===== src/sv/pbr_pkg.sv =====
// Shared types, constants and a helper function for the PCM bias removal ring buffer.
// Used by the controller, the datapath, the top level and the checker.
package pbr_pkg;

    // Ring geometry. The ring holds RING_DEPTH-1 samples.
    localparam int RING_DEPTH = 512;
    localparam int PTR_W      = $clog2(RING_DEPTH);

    // Fixed field widths.
    localparam int KIND_W  = 2;
    localparam int ADC_W   = 12;
    localparam int PCM_W   = 16;
    localparam int OCC_W   = 9;
    localparam int BIAS_W  = 12;
    localparam int SUM_W   = 19;
    localparam int COUNT_W = 7;
    localparam int GAIN_SHIFT = 4;

    // Width used for the occupancy subtraction, wide enough for both pointers and the report.
    localparam int FILL_W = (PTR_W + 1 > OCC_W) ? PTR_W + 1 : OCC_W;

    // Calibration round length and its reciprocal: floor(x/100) = (x * RECIP) >> RECIP_SHIFT
    // holds for every 19-bit x.
    localparam int CAL_ROUND   = 100;
    localparam int RECIP_SHIFT = 26;
    localparam int RECIP_W     = 20;
    localparam logic [RECIP_W-1:0] RECIP = RECIP_W'(671089);
    localparam int PROD_W      = SUM_W + RECIP_W;

    // Item kinds.
    typedef enum logic [KIND_W-1:0] {
        KIND_CAL    = 2'd0,
        KIND_INSERT = 2'd1,
        KIND_READ   = 2'd2,
        KIND_NONE   = 2'd3
    } kind_t;

    // Commands from the controller to the datapath.
    typedef struct packed {
        logic load_item;
        logic exec;
        logic div_mul;
        logic div_apply;
        logic load_out;
    } pbr_cmd_t;

    // Status from the datapath to the controller.
    typedef struct packed {
        logic round_done;
        logic out_free;
    } pbr_status_t;

    // Advance a ring pointer with wraparound at any depth.
    function automatic logic [PTR_W-1:0] ptr_inc(input logic [PTR_W-1:0] p);
        logic [PTR_W-1:0] r;
        if (p == PTR_W'(RING_DEPTH - 1))
        begin
            r = '0;
        end
        else
        begin
            r = p + PTR_W'(1);
        end
        return r;
    endfunction

endpackage


===== src/sv/pbr_ctrl.sv =====
// Controller state machine for the PCM bias removal ring buffer.
// Depends on pbr_pkg for the command and status types.
module pbr_ctrl
    import pbr_pkg::*;
(
    input  logic        clk,
    input  logic        rst_n,
    input  logic        in_valid,
    output logic        in_stall,
    input  pbr_status_t status,
    output pbr_cmd_t    cmd
);

    typedef enum logic [2:0] {
        S_IDLE,
        S_EXEC,
        S_DIV,
        S_BIAS,
        S_RESULT
    } state_t;

    state_t state_reg;
    state_t state_next;

    // Next state: one item in flight, with an extra multiply and apply step at the end of a round.
    always_comb
    begin
        state_next = state_reg;
        unique case (state_reg)
            S_IDLE:
            begin
                if (in_valid)
                begin
                    state_next = S_EXEC;
                end
            end
            S_EXEC:
            begin
                state_next = status.round_done ? S_DIV : S_RESULT;
            end
            S_DIV:
            begin
                state_next = S_BIAS;
            end
            S_BIAS:
            begin
                state_next = S_RESULT;
            end
            S_RESULT:
            begin
                if (status.out_free)
                begin
                    state_next = S_IDLE;
                end
            end
            default:
            begin
                state_next = S_IDLE;
            end
        endcase
    end

    // State register.
    always_ff @(posedge clk or negedge rst_n)
    begin
        if (!rst_n)
        begin
            state_reg <= S_IDLE;
        end
        else
        begin
            state_reg <= state_next;
        end
    end

    // Commands decoded from the state.
    always_comb
    begin
        cmd           = '0;
        cmd.load_item = (state_reg == S_IDLE) && in_valid;
        cmd.exec      = (state_reg == S_EXEC);
        cmd.div_mul   = (state_reg == S_DIV);
        cmd.div_apply = (state_reg == S_BIAS);
        cmd.load_out  = (state_reg == S_RESULT) && status.out_free;
    end

    assign in_stall = (state_reg != S_IDLE);

endmodule


===== config.mk =====
export PLATFORM = sky130hd
export DESIGN_NAME = pbr_ctrl
export DESIGN_NICKNAME = d
export VERILOG_FILES = /design/src/sv/pbr_pkg.sv /design/src/sv/pbr_ctrl.sv
export SDC_FILE = /design/constraint.sdc
export NUM_CORES = 1
export LEC_CHECK = 0
export BUFFER_PORTS_ARGS = -buffer_cell sky130_fd_sc_hd__buf_4
export CAP_MARGIN = 0
export CELL_PAD_IN_SITES_DETAIL_PLACEMENT = 1
export CELL_PAD_IN_SITES_GLOBAL_PLACEMENT = 1
export CORE_AREA = 5 5 42 44
export CTS_BUF_LIST = sky130_fd_sc_hd__clkbuf_4 sky130_fd_sc_hd__clkbuf_8 sky130_fd_sc_hd__clkbuf_16
export CTS_CLUSTER_SIZE = 40
export DETAILED_ROUTE_END_ITERATION = 12
export DIE_AREA = 0 0 47 49
export PLACE_DENSITY_LB_ADDON = 0.1
export SYNTH_ARGS = -nofsm -noshare
export SYNTH_HDL_FRONTEND = slang
export SYNTH_SLANG_ARGS = --single-unit
export TNS_END_PERCENT = 20

===== constraint.sdc =====
create_clock -name clk -period 1.1 [get_ports clk]
set_input_delay 0.22 -clock clk [delete_from_list [all_inputs] [get_ports clk]]
set_output_delay 0.22 -clock clk [all_outputs]
set_load 0.005 [all_outputs]

==> run_results.csv, run 1 <==
group,metric,value,unit
pwr,swShare,32.7,%
clock_tree,clk_pin_slew_worst_paths,0.04,ns
clock_tree,htree_levels,1,
finish,area_delta_synth_final,145,%
finish,nNetsFinal,47,
grt,grt_pass1_vias,292,
grt,globalRouteOverflowTotal,0,
worst_setup_path,cp.required,0.88,ns
floorplanning,pin_count,11,
pwr,seq_power_share,20.4,%
synthesis,synth_area_per_cell,9.38,sq um
synthesis,ys_async_sr_fraction,100,%
worst_setup_path,crit_path_end_kind,"output pin",
synthesis,synth.area.mux_share,0,%
worst_setup_path,path_class,"flop to output pin",
grt,grt_max_degree,9,
pwr,clkPwrFrac,21.1,%
worst_setup_path,worst-r2r-setup-slack,-0.15,ns
synthesis,synth_seq_cells,3,
synthesis,yosys_warnings,0,
pwr,p_int,0.695,mW
sta,worst_slack,-0.346,ns
floorplanning,dieWidth,47,um
sta,rsz0062_at_grt,"yes",
drt,ant_nets,0,
synthesis,synth_top_area_share,44.4,%
synthesis,yosys.area_share.simple,43.0,%
finish,diodes,0,
drt,drc_errors,0,
finish,register_area,78.8,sq um
drt,drt_iter0_markers,1,
sta,maxSlewHeadroom,87.4,%
sta,hold_viol_final,0,
pwr,power.share.combinational,58.5,%
drt,wire_per_inst,12.6,um
synthesis,ys_types,13,
synthesis,synth_common_cells,"3 x dfrtp_1, 2 x inv_1, 2 x nor2_1, 2 x nor3b_1",
clock_tree,cts_tree,"done",
synthesis,yosysTopAreaCell,"dfrtp_1",
synthesis,netlist_area,169,sq um
synthesis,synth_fa_ha_area_share,0,%
finish,largest_reg_flops,3,
drt,avgViaCountPerCell,4.00,
pwr,power_density,2490,mW/mm^2
drt,num_vias,228,
sta,setup_violations,8,
synthesis,synth_flop_cell,"dfrtp_1",
finish,fin_cells,57,
hold_path,min_path_type,"primary input to flop",
clock_tree,cts.sinks,3,
placed_design,post-dp-hpwl,488,um
synthesis,synth_edf_count,0,
sta,finalCritPeriodShare,131,%
synthesis,synth-xor-area-share,0,%
pwr,power.switching,0.337,mW
drt,drtPass1Iterations,2,
grt,antenna_found_initial,0,
synthesis,synth_top_family_by_area,"simple AND/OR/NAND/NOR gates",
sta,final.min_clock_period,1.45,ns
finish,num-fill-cells,176,
pwr,ir_drop,0.553,mV
sta,fin_skew,0.00472,ns
finish,layout-drive-gt1-share,78.0,%
sta,finalSetupTns,-1.86,ns
synthesis,synth_most_common_cell,"dfrtp_1",
floorplanning,floorplan.initialDensity,12.1,%
synthesis,synthTopCellsByArea,"dfrtp_1 44%, nor3b_1 8.9%, or4b_1 5.9%",
placed_design,place.gp.congestion,0.733,
status,status,"complete, but fails checks",
sta,timing.fmax,0.691,GHz
worst_setup_path,cp.arrival,1.23,ns
clock_tree,cts_buffer_depth,2,
sta,worst_slew_pin_slew,0.188,ns
status,violations,"negative setup slack",
floorplanning,rows,14,
drt,drt-total-wl,717,um
job,maxCapViolCount,0,
synthesis,yosysSeqAreaShare,44.4,%
clock_tree,cts-root-buf,"clkbuf_4",
placed_design,placed_cells,48,
floorplanning,die_area,0.00230,sq mm
synthesis,syn-num-nets,23,
synthesis,synth_compound_area_share,8.15,%
clock_tree,clk_latency,0.23,ns
worst_setup_path,crit_path_start_kind,"flop",
floorplanning,core_area,0.00140,sq mm
synthesis,syn_inst,18,
floorplanning,die_y,49,um
sta,slew_violations,0,
worst_setup_path,critical_path_peak_fanout,4,
finish,multi_input_area,121,sq um
grt,track_usage,7.61,%
clock_tree,cts_buffers,3,
pwr,p_leak,0.200,nW
placed_design,io_buffers,10,
grt,grt_pass1_wl,1210,um
==> logic make-up (layout without fill, tap and decap cells) <==
| family | after synthesis | in the layout |
|---|---|---|
| buf+inv | 2 | 25 |
| flops | 3 | 3 |
| compound gates | 2 | 2 |
| simple gates | 11 | 11 |
==> metal layers <==
metal	up-vias	GRT usage [%]	part of all wire [%]	wire length [um]
met3	0	1.11	1.3	9
met4	0	6.91	0	0
met1	114	7.91	38	275
met5	-	0	0	0
met2	4	12.2	60	432
li1	110	-	-	-
==> cell type report <==
cell class                      instances  area share (%)
Sequential cell                         3            19.0
Timing Repair Buffer                   19            37.8
Tap cell                               16            4.83
Inverter                                2            1.81
Multi-Input combinational cell         13            29.3
Clock buffer                            4            7.25
==> path summary, 6_finish.rpt <==
check	to	cells past startpoint	from
worst max-delay path	cmd[4]	3	state_reg[1]$_DFFE_PN0P_
worst min-delay path	state_reg[2]$_DFFE_PN0P_	3	status[0]
worst max register to register	state_reg[2]$_DFFE_PN0P_	3	state_reg[1]$_DFFE_PN0P_
worst min register to register	state_reg[0]$_DFFE_PN0P_	2	state_reg[2]$_DFFE_PN0P_
max in group asynchronous	state_reg[1]$_DFFE_PN0P_	2	rst_n
min in group asynchronous	state_reg[0]$_DFFE_PN0P_	2	rst_n
==> through the flow <==
| step | utilization, % | total power [mW] | hold slack, ns | cell area (sq um) | setup slack (ns) |
|---|---|---|---|---|---|
| floorplan | - | 0.376 | -0.0756 | 176 | -0.0421 |
| global placement | 21.5 | 0.621 | 0.0111 | 302 | -0.148 |
| detailed placement | 21.5 | 0.631 | 0.0126 | 302 | -0.180 |
| CTS | 28.1 | 0.988 | 0.257 | 394 | -0.370 |
| global route | 29.6 | 1.11 | 0.270 | 414 | -0.388 |
| finish | 29.6 | 1.03 | 0.262 | 414 | -0.346 |
==> critical path, cell delays in order, from the launching register on <==
cell and delay (ns):
dfrtp_2 0.42, or3_4 0.39, nor2_4 0.09, buf_6 0.10
==> power by group through the flow <==
stage / registers, mW / logic, mW / clock network (mW)
after floorplan: 0.210 / 0.166 / 0
after global placement: 0.231 / 0.390 / 0
after detailed placement: 0.236 / 0.395 / 0
after CTS: 0.208 / 0.553 / 0.227
after global routing: 0.221 / 0.655 / 0.237
final: 0.210 / 0.603 / 0.218
==> cells in the final DEF (no fill, tap or decap) <==
cell type       n
and2b_1         1
nand2b_1        1
clkbuf_4        4
or4b_1          1
nor2_4          1
or3_4           1
and3_1          1
buf_4          15
nor4b_2         1
buf_6           3
dfrtp_2         3
a31o_2          1
inv_2           1
nor3_1          1
nor2_1          1
nor3b_4         1
nor3b_2         1
inv_1           1
o21ai_1         1
dlygate4sd3_1   1
==> timing repair <==
item                                   4_1_cts  5_1_grt
buffers inserted                             4        0
resized for setup                            7        6
endpoints found under the hold margin        3        0
pin swaps                                    3        1
hold buffers                                 1        0
setup endpoints to repair                    8        8
No activity file was read; power rests on OpenSTA's default activity.
==> inputs of run 2 (changes only) <==
--- a/config.mk
+++ b/config.mk
@@ -15,6 +15,7 @@
 export DETAILED_ROUTE_END_ITERATION = 12
 export DIE_AREA = 0 0 47 49
 export PLACE_DENSITY_LB_ADDON = 0.1
+export RECOVER_POWER = 50
 export SYNTH_ARGS = -nofsm -noshare
 export SYNTH_HDL_FRONTEND = slang
 export SYNTH_SLANG_ARGS = --single-unit
==> run 2 against run 1 <==
The run still ends with negative setup slack left; highest routed layer unchanged; die area stayed put; sequential power hardly changed; combinational power hardly changed; total power decreased by 0.16%.
==> run_results.csv, run 2 (synthesized netlist as in run 1, its figures left out) <==
group,metric,value,unit
status,status,"complete, but fails checks",
status,violations,"negative setup slack",
finish,fin_cells,57,
clock_tree,cts_buffers,3,
floorplanning,die_area,0.00230,sq mm
drt,wire_per_inst,12.5,um
pwr,p_total,1.03,mW
grt,grt_pass1_wl,1210,um
finish,nNetsFinal,47,
grt,track_usage,7.61,%
grt,grt_pass1_vias,292,
drt,num_vias,228,
finish,diodes,0,
worst_setup_path,r2r_cells,3,
floorplanning,rows,14,
drt,ant_nets,0,
grt,antenna_found_initial,0,
sta,finalCritPeriodShare,131,%
floorplanning,dieWidth,47,um
job,maxCapViolCount,0,
sta,worst_slew_pin_slew,0.188,ns
worst_setup_path,cp.required,0.88,ns
sta,final.min_clock_period,1.45,ns
drt,drt_iter0_markers,1,
worst_setup_path,crit_path_end_kind,"output pin",
placed_design,place.gp.congestion,0.733,
drt,drtPass1Iterations,2,
worst_setup_path,critical-path-slowest-cell,"dfrtp_2",
finish,largest_reg_flops,3,
sta,slew_violations,0,
clock_tree,cts_buffer_depth,2,
sta,rsz0062_at_grt,"yes",
pwr,power_density,2510,mW/mm^2
finish,area_delta_synth_final,143,%
worst_setup_path,timing.critical_path.to,"cmd[4]",
worst_setup_path,cp.arrival,1.23,ns
sta,fin_skew,0.00472,ns
worst_setup_path,crit_path_start_kind,"flop",
sta,worst_slack,-0.346,ns
worst_setup_path,critPathLaunch,"state_reg[1]$_DFFE_PN0P_",
clock_tree,clk_latency,0.23,ns
finish,layout-drive-gt1-share,75.6,%
clock_tree,cts.sinks,3,
floorplanning,core_area,0.00140,sq mm
placed_design,placed_cells,48,
worst_setup_path,max_stage_delay,0.42,ns
sta,setup_violations,8,
worst_setup_path,critical_path_peak_fanout,4,
drt,drt-total-wl,714,um
drt,drc_errors,0,
worst_setup_path,r2r-start,"state_reg[1]$_DFFE_PN0P_",
clock_tree,cts_tree,"done",
finish,layout_commonest_cell,"buf_4",
pwr,p_leak,0.196,nW
clock_tree,htree_levels,1,
finish,final_cell_mix,"14 x buf_4, 4 x clkbuf_4, 3 x buf_6, 3 x dfrtp_2",
floorplanning,die_y,49,um
placed_design,io_buffers,10,
clock_tree,clk_pin_slew_worst_paths,0.04,ns
sta,timing.fmax,0.691,GHz
worst_setup_path,path_cells,"or3_4 -> nor2_4 -> buf_6",
worst_setup_path,path_class,"flop to output pin",
sta,maxSlewHeadroom,87.4,%
hold_path,min_path_type,"primary input to flop",
worst_setup_path,rr_endpoint,"state_reg[2]$_DFFE_PN0P_",
pwr,ir_drop,0.553,mV
clock_tree,cts-root-buf,"clkbuf_4",
placed_design,post-dp-hpwl,488,um
floorplanning,pin_count,11,
floorplanning,floorplan.initialDensity,12.1,%
grt,grt_max_degree,9,
sta,hold_viol_final,0,
sta,finalSetupTns,-1.86,ns
grt,globalRouteOverflowTotal,0,
worst_setup_path,worst-r2r-setup-slack,-0.15,ns
drt,avgViaCountPerCell,4.00,
==> run 2: worst min path at each step <==
stage                               end  cells past startpoint       from
2_1_floorplan  state_reg[0]$_DFFE_PN0P_                      0      rst_n
3_3_place_gp   state_reg[0]$_DFFE_PN0P_                      1      rst_n
3_5_place_dp   state_reg[0]$_DFFE_PN0P_                      1      rst_n
4_1_cts        state_reg[0]$_DFFE_PN0P_                      3   in_valid
5_1_grt        state_reg[2]$_DFFE_PN0P_                      3  status[0]
6_report       state_reg[2]$_DFFE_PN0P_                      3  status[0]
==> run 2: stage by stage <==
| step | cell area [sq um] | hold WS, ns | worst slack, ns | util, % |
|---|---|---|---|---|
| 2_1_floorplan | 176 | -0.0756 | -0.0421 | - |
| 3_3_place_gp | 302 | 0.0111 | -0.148 | 21.5 |
| 3_5_place_dp | 302 | 0.0126 | -0.180 | 21.5 |
| 4_1_cts | 394 | 0.257 | -0.370 | 28.1 |
| 5_1_grt | 410 | 0.270 | -0.388 | 29.3 |
| 6_report | 410 | 0.262 | -0.346 | 29.3 |
==> run 2: where the power goes <==
part / switching [mW] / internal, mW / total [mW]
clock network: 0.0575 / 0.161 / 0.218
logic: 0.230 / 0.371 / 0.602
registers: 0.0492 / 0.161 / 0.210
==> run 2: area by class of cell <==
type                            count  area [sq um]
Timing Repair Buffer               19           153
Fill cell                         176           991
Inverter                            2          7.51
Sequential cell                     3          78.8
Tap cell                           16          20.0
Clock buffer                        4          30.0
Multi-Input combinational cell     13           121
==> run 2: critical path, delay by kind of cell (launching register included) <==
kind / cells / cell delay (ns)
flops: 1 / 0.42
buf+inv: 1 / 0.10
simple gates: 2 / 0.48
==> run 2: repair_timing <==
item / CTS / global route
pin swaps: 3 / 1
endpoints found under the setup margin: 8 / 8
hold buffers: 1 / 0
buffers inserted: 4 / 0
endpoints found under the hold margin: 3 / 0
gates resized for setup: 7 / 6
==> run 2: routing by layer <==
metal  up-vias  GRT usage (%)  wire (um)
li1        110              -          -
met1       114           7.91        272
met2         4           12.2        432
met3         0           1.11          9
met4         0           6.91          0
met5         -              0          0
==> inputs of run 3 (changes only) <==
--- a/config.mk
+++ b/config.mk
@@ -6,7 +6,6 @@
 export NUM_CORES = 1
 export LEC_CHECK = 0
 export BUFFER_PORTS_ARGS = -buffer_cell sky130_fd_sc_hd__buf_4
-export CAP_MARGIN = 0
 export CELL_PAD_IN_SITES_DETAIL_PLACEMENT = 1
 export CELL_PAD_IN_SITES_GLOBAL_PLACEMENT = 1
 export CORE_AREA = 5 5 42 44
==> constraint.sdc (replaced) <==
create_clock -name clk -period 1.4 [get_ports clk]
set_input_delay 0.28 -clock clk [delete_from_list [all_inputs] [get_ports clk]]
set_output_delay 0.28 -clock clk [all_outputs]
set_load 0.005 [all_outputs]
==> run 3 against run 2 <==
The run still ends with negative setup slack left; via count rose by 2.6%; setup slack gained 0.24 ns; sequential cell count stayed put; register-to-register slack better by 0.25 ns; sequential power down 18%; wire length decreased by 9.1%; non-clock buffer count is the same; global-route usage decreased by 2.2 points.
==> run_results.csv, run 3 (synthesized netlist as in run 1, its figures left out) <==
group,metric,value,unit
status,status,"complete, but fails checks",
status,violations,"negative setup slack",
pwr,power.switching,0.256,mW
sta,slew_violations,0,
finish,fin_cells,57,
finish,design_area,410,sq um
finish,area_delta_synth_final,143,%
worst_setup_path,rr_endpoint,"state_reg[2]$_DFFE_PN0P_",
finish,multi_input_area,126,sq um
finish,layout_commonest_cell,"buf_4",
floorplanning,floorplan.initialDensity,12.1,%
worst_setup_path,cp.required,1.12,ns
finish,register_area,77.6,sq um
hold_path,holdPathEnd,"state_reg[0]$_DFFE_PN0P_",
worst_setup_path,cp.arrival,1.23,ns
worst_setup_path,r2r_cells,3,
pwr,p_total,0.804,mW
drt,num_vias,234,
sta,hold_viol_final,0,
sta,maxSlewHeadroom,86.7,%
worst_setup_path,critical_path_peak_fanout,3,
grt,track_usage,5.43,%
finish,final_cell_mix,"15 x buf_4, 4 x clkbuf_4, 2 x inv_1, 2 x buf_6, 2 x dfrtp_2",
sta,worst_slew_pin_slew,0.197,ns
pwr,clkPwrFrac,20.8,%
pwr,power.share.combinational,57.6,%
clock_tree,cts_buffer_depth,2,
pwr,swShare,31.8,%
finish,largest_reg_flops,3,
hold_path,min_from,"in_valid",
placed_design,pre_cts_ws,0.0780,ns
clock_tree,cts_buffers,3,
sta,holdWs,0.323,ns
finish,final_core_util,29.3,%
grt,antenna_found_initial,0,
sta,worst_slack,-0.105,ns
worst_setup_path,r2r-start,"state_reg[0]$_DFFE_PN0P_",
hold_path,hold-path-cell-count,3,
finish,nNetsFinal,47,
placed_design,io_buffers,10,
clock_tree,clk_pin_slew_worst_paths,0.04,ns
drt,drc_errors,0,
placed_design,placed_cells,45,
grt,grt_pass1_vias,211,
finish,diodes,0,
sta,timing.fmax,0.664,GHz
floorplanning,pin_count,11,
sta,setup_violations,4,
pwr,ir_drop,0.510,mV
worst_setup_path,worst-r2r-setup-slack,0.10,ns
drt,avgViaCountPerCell,4.11,
clock_tree,cts.sinks,3,
clock_tree,clk_latency,0.23,ns
finish,layout-drive-gt1-share,73.2,%
floorplanning,die_y,49,um
sta,finalCritPeriodShare,108,%
clock_tree,cts-root-buf,"clkbuf_4",
worst_setup_path,path_class,"flop to output pin",
clock_tree,cts_tree,"done",
drt,ant_nets,0,
grt,grt_max_degree,10,
placed_design,post-dp-hpwl,412,um
finish,num-fill-cells,178,
pwr,seq_power_share,21.6,%
drt,drtPass1Iterations,1,
sta,final.min_clock_period,1.51,ns
sta,finalSetupTns,-0.275,ns
floorplanning,dieWidth,47,um
drt,drt-total-wl,649,um
floorplanning,core_area,0.00140,sq mm
pwr,power_density,1960,mW/mm^2
placed_design,dpl_cell_area,272,sq um
placed_design,place.gp.congestion,0.660,
worst_setup_path,crit_path_end_kind,"output pin",
floorplanning,rows,14,
hold_path,min_path_type,"primary input to flop",
sta,rsz0062_at_grt,"yes",
grt,grt_pass1_wl,855,um
drt,drt_iter0_markers,0,
pwr,p_leak,0.195,nW
floorplanning,die_area,0.00230,sq mm
grt,globalRouteOverflowTotal,0,
worst_setup_path,crit_path_start_kind,"flop",
clock_tree,htree_levels,1,
sta,fin_skew,0.000635,ns
job,maxCapViolCount,0,
drt,wire_per_inst,11.4,um
pwr,p_int,0.548,mW
[run 3: final cells by class]
cell class              instances  share of cell area [%]
repair buffers                 19                    36.3
multi-input cells              13                    30.8
flip-flops and latches          3                    18.9
clock buffers                   4                    7.32
well taps                      16                    4.88
inverters                       2                    1.83
[run 3: worst max path at each step]
stage | from | endpoint | slack, ns | depth (start not counted)
after floorplan | state_reg[2]$_DFFE_PN0P_ | cmd[4] | 0.19 | 2
after global placement | state_reg[1]$_DFFE_PN0P_ | cmd[4] | 0.1 | 3
after detailed placement | state_reg[1]$_DFFE_PN0P_ | cmd[4] | 0.08 | 3
after CTS | state_reg[1]$_DFFE_PN0P_ | cmd[4] | -0.14 | 3
after global routing | state_reg[1]$_DFFE_PN0P_ | cmd[4] | -0.14 | 3
final | state_reg[1]$_DFFE_PN0P_ | cmd[4] | -0.11 | 3
[run 3: metal layers]
metal | routed length, um | share of wire, % | global-route usage (%)
met4 | 0 | 0 | 5.53
met2 | 392 | 60 | 8.14
met3 | 52 | 8.0 | 1.48
met1 | 204 | 31 | 5.53
met5 | 0 | 0 | 0
[run 3: timing repair]
action                                 CTS  global route
gates resized for setup                  3             9
setup endpoints to repair                4             5
endpoints found under the hold margin    3             0
hold buffers                             1             0
setup buffers                            3             4
pin swaps                                0             2
[run 3: critical path: stages, from the launching register on]
cell and delay (ns):
dfrtp_2 0.41, or3_4 0.41, nor2_4 0.09, buf_6 0.09
[run 3: power groups by stage]
stage | clock (mW) | sequential [mW] | combinational, mW
final | 0.167 | 0.173 | 0.463
after global routing | 0.182 | 0.178 | 0.505
after CTS | 0.175 | 0.184 | 0.308
after detailed placement | 0 | 0.185 | 0.240
after global placement | 0 | 0.183 | 0.239
after floorplan | 0 | 0.163 | 0.109
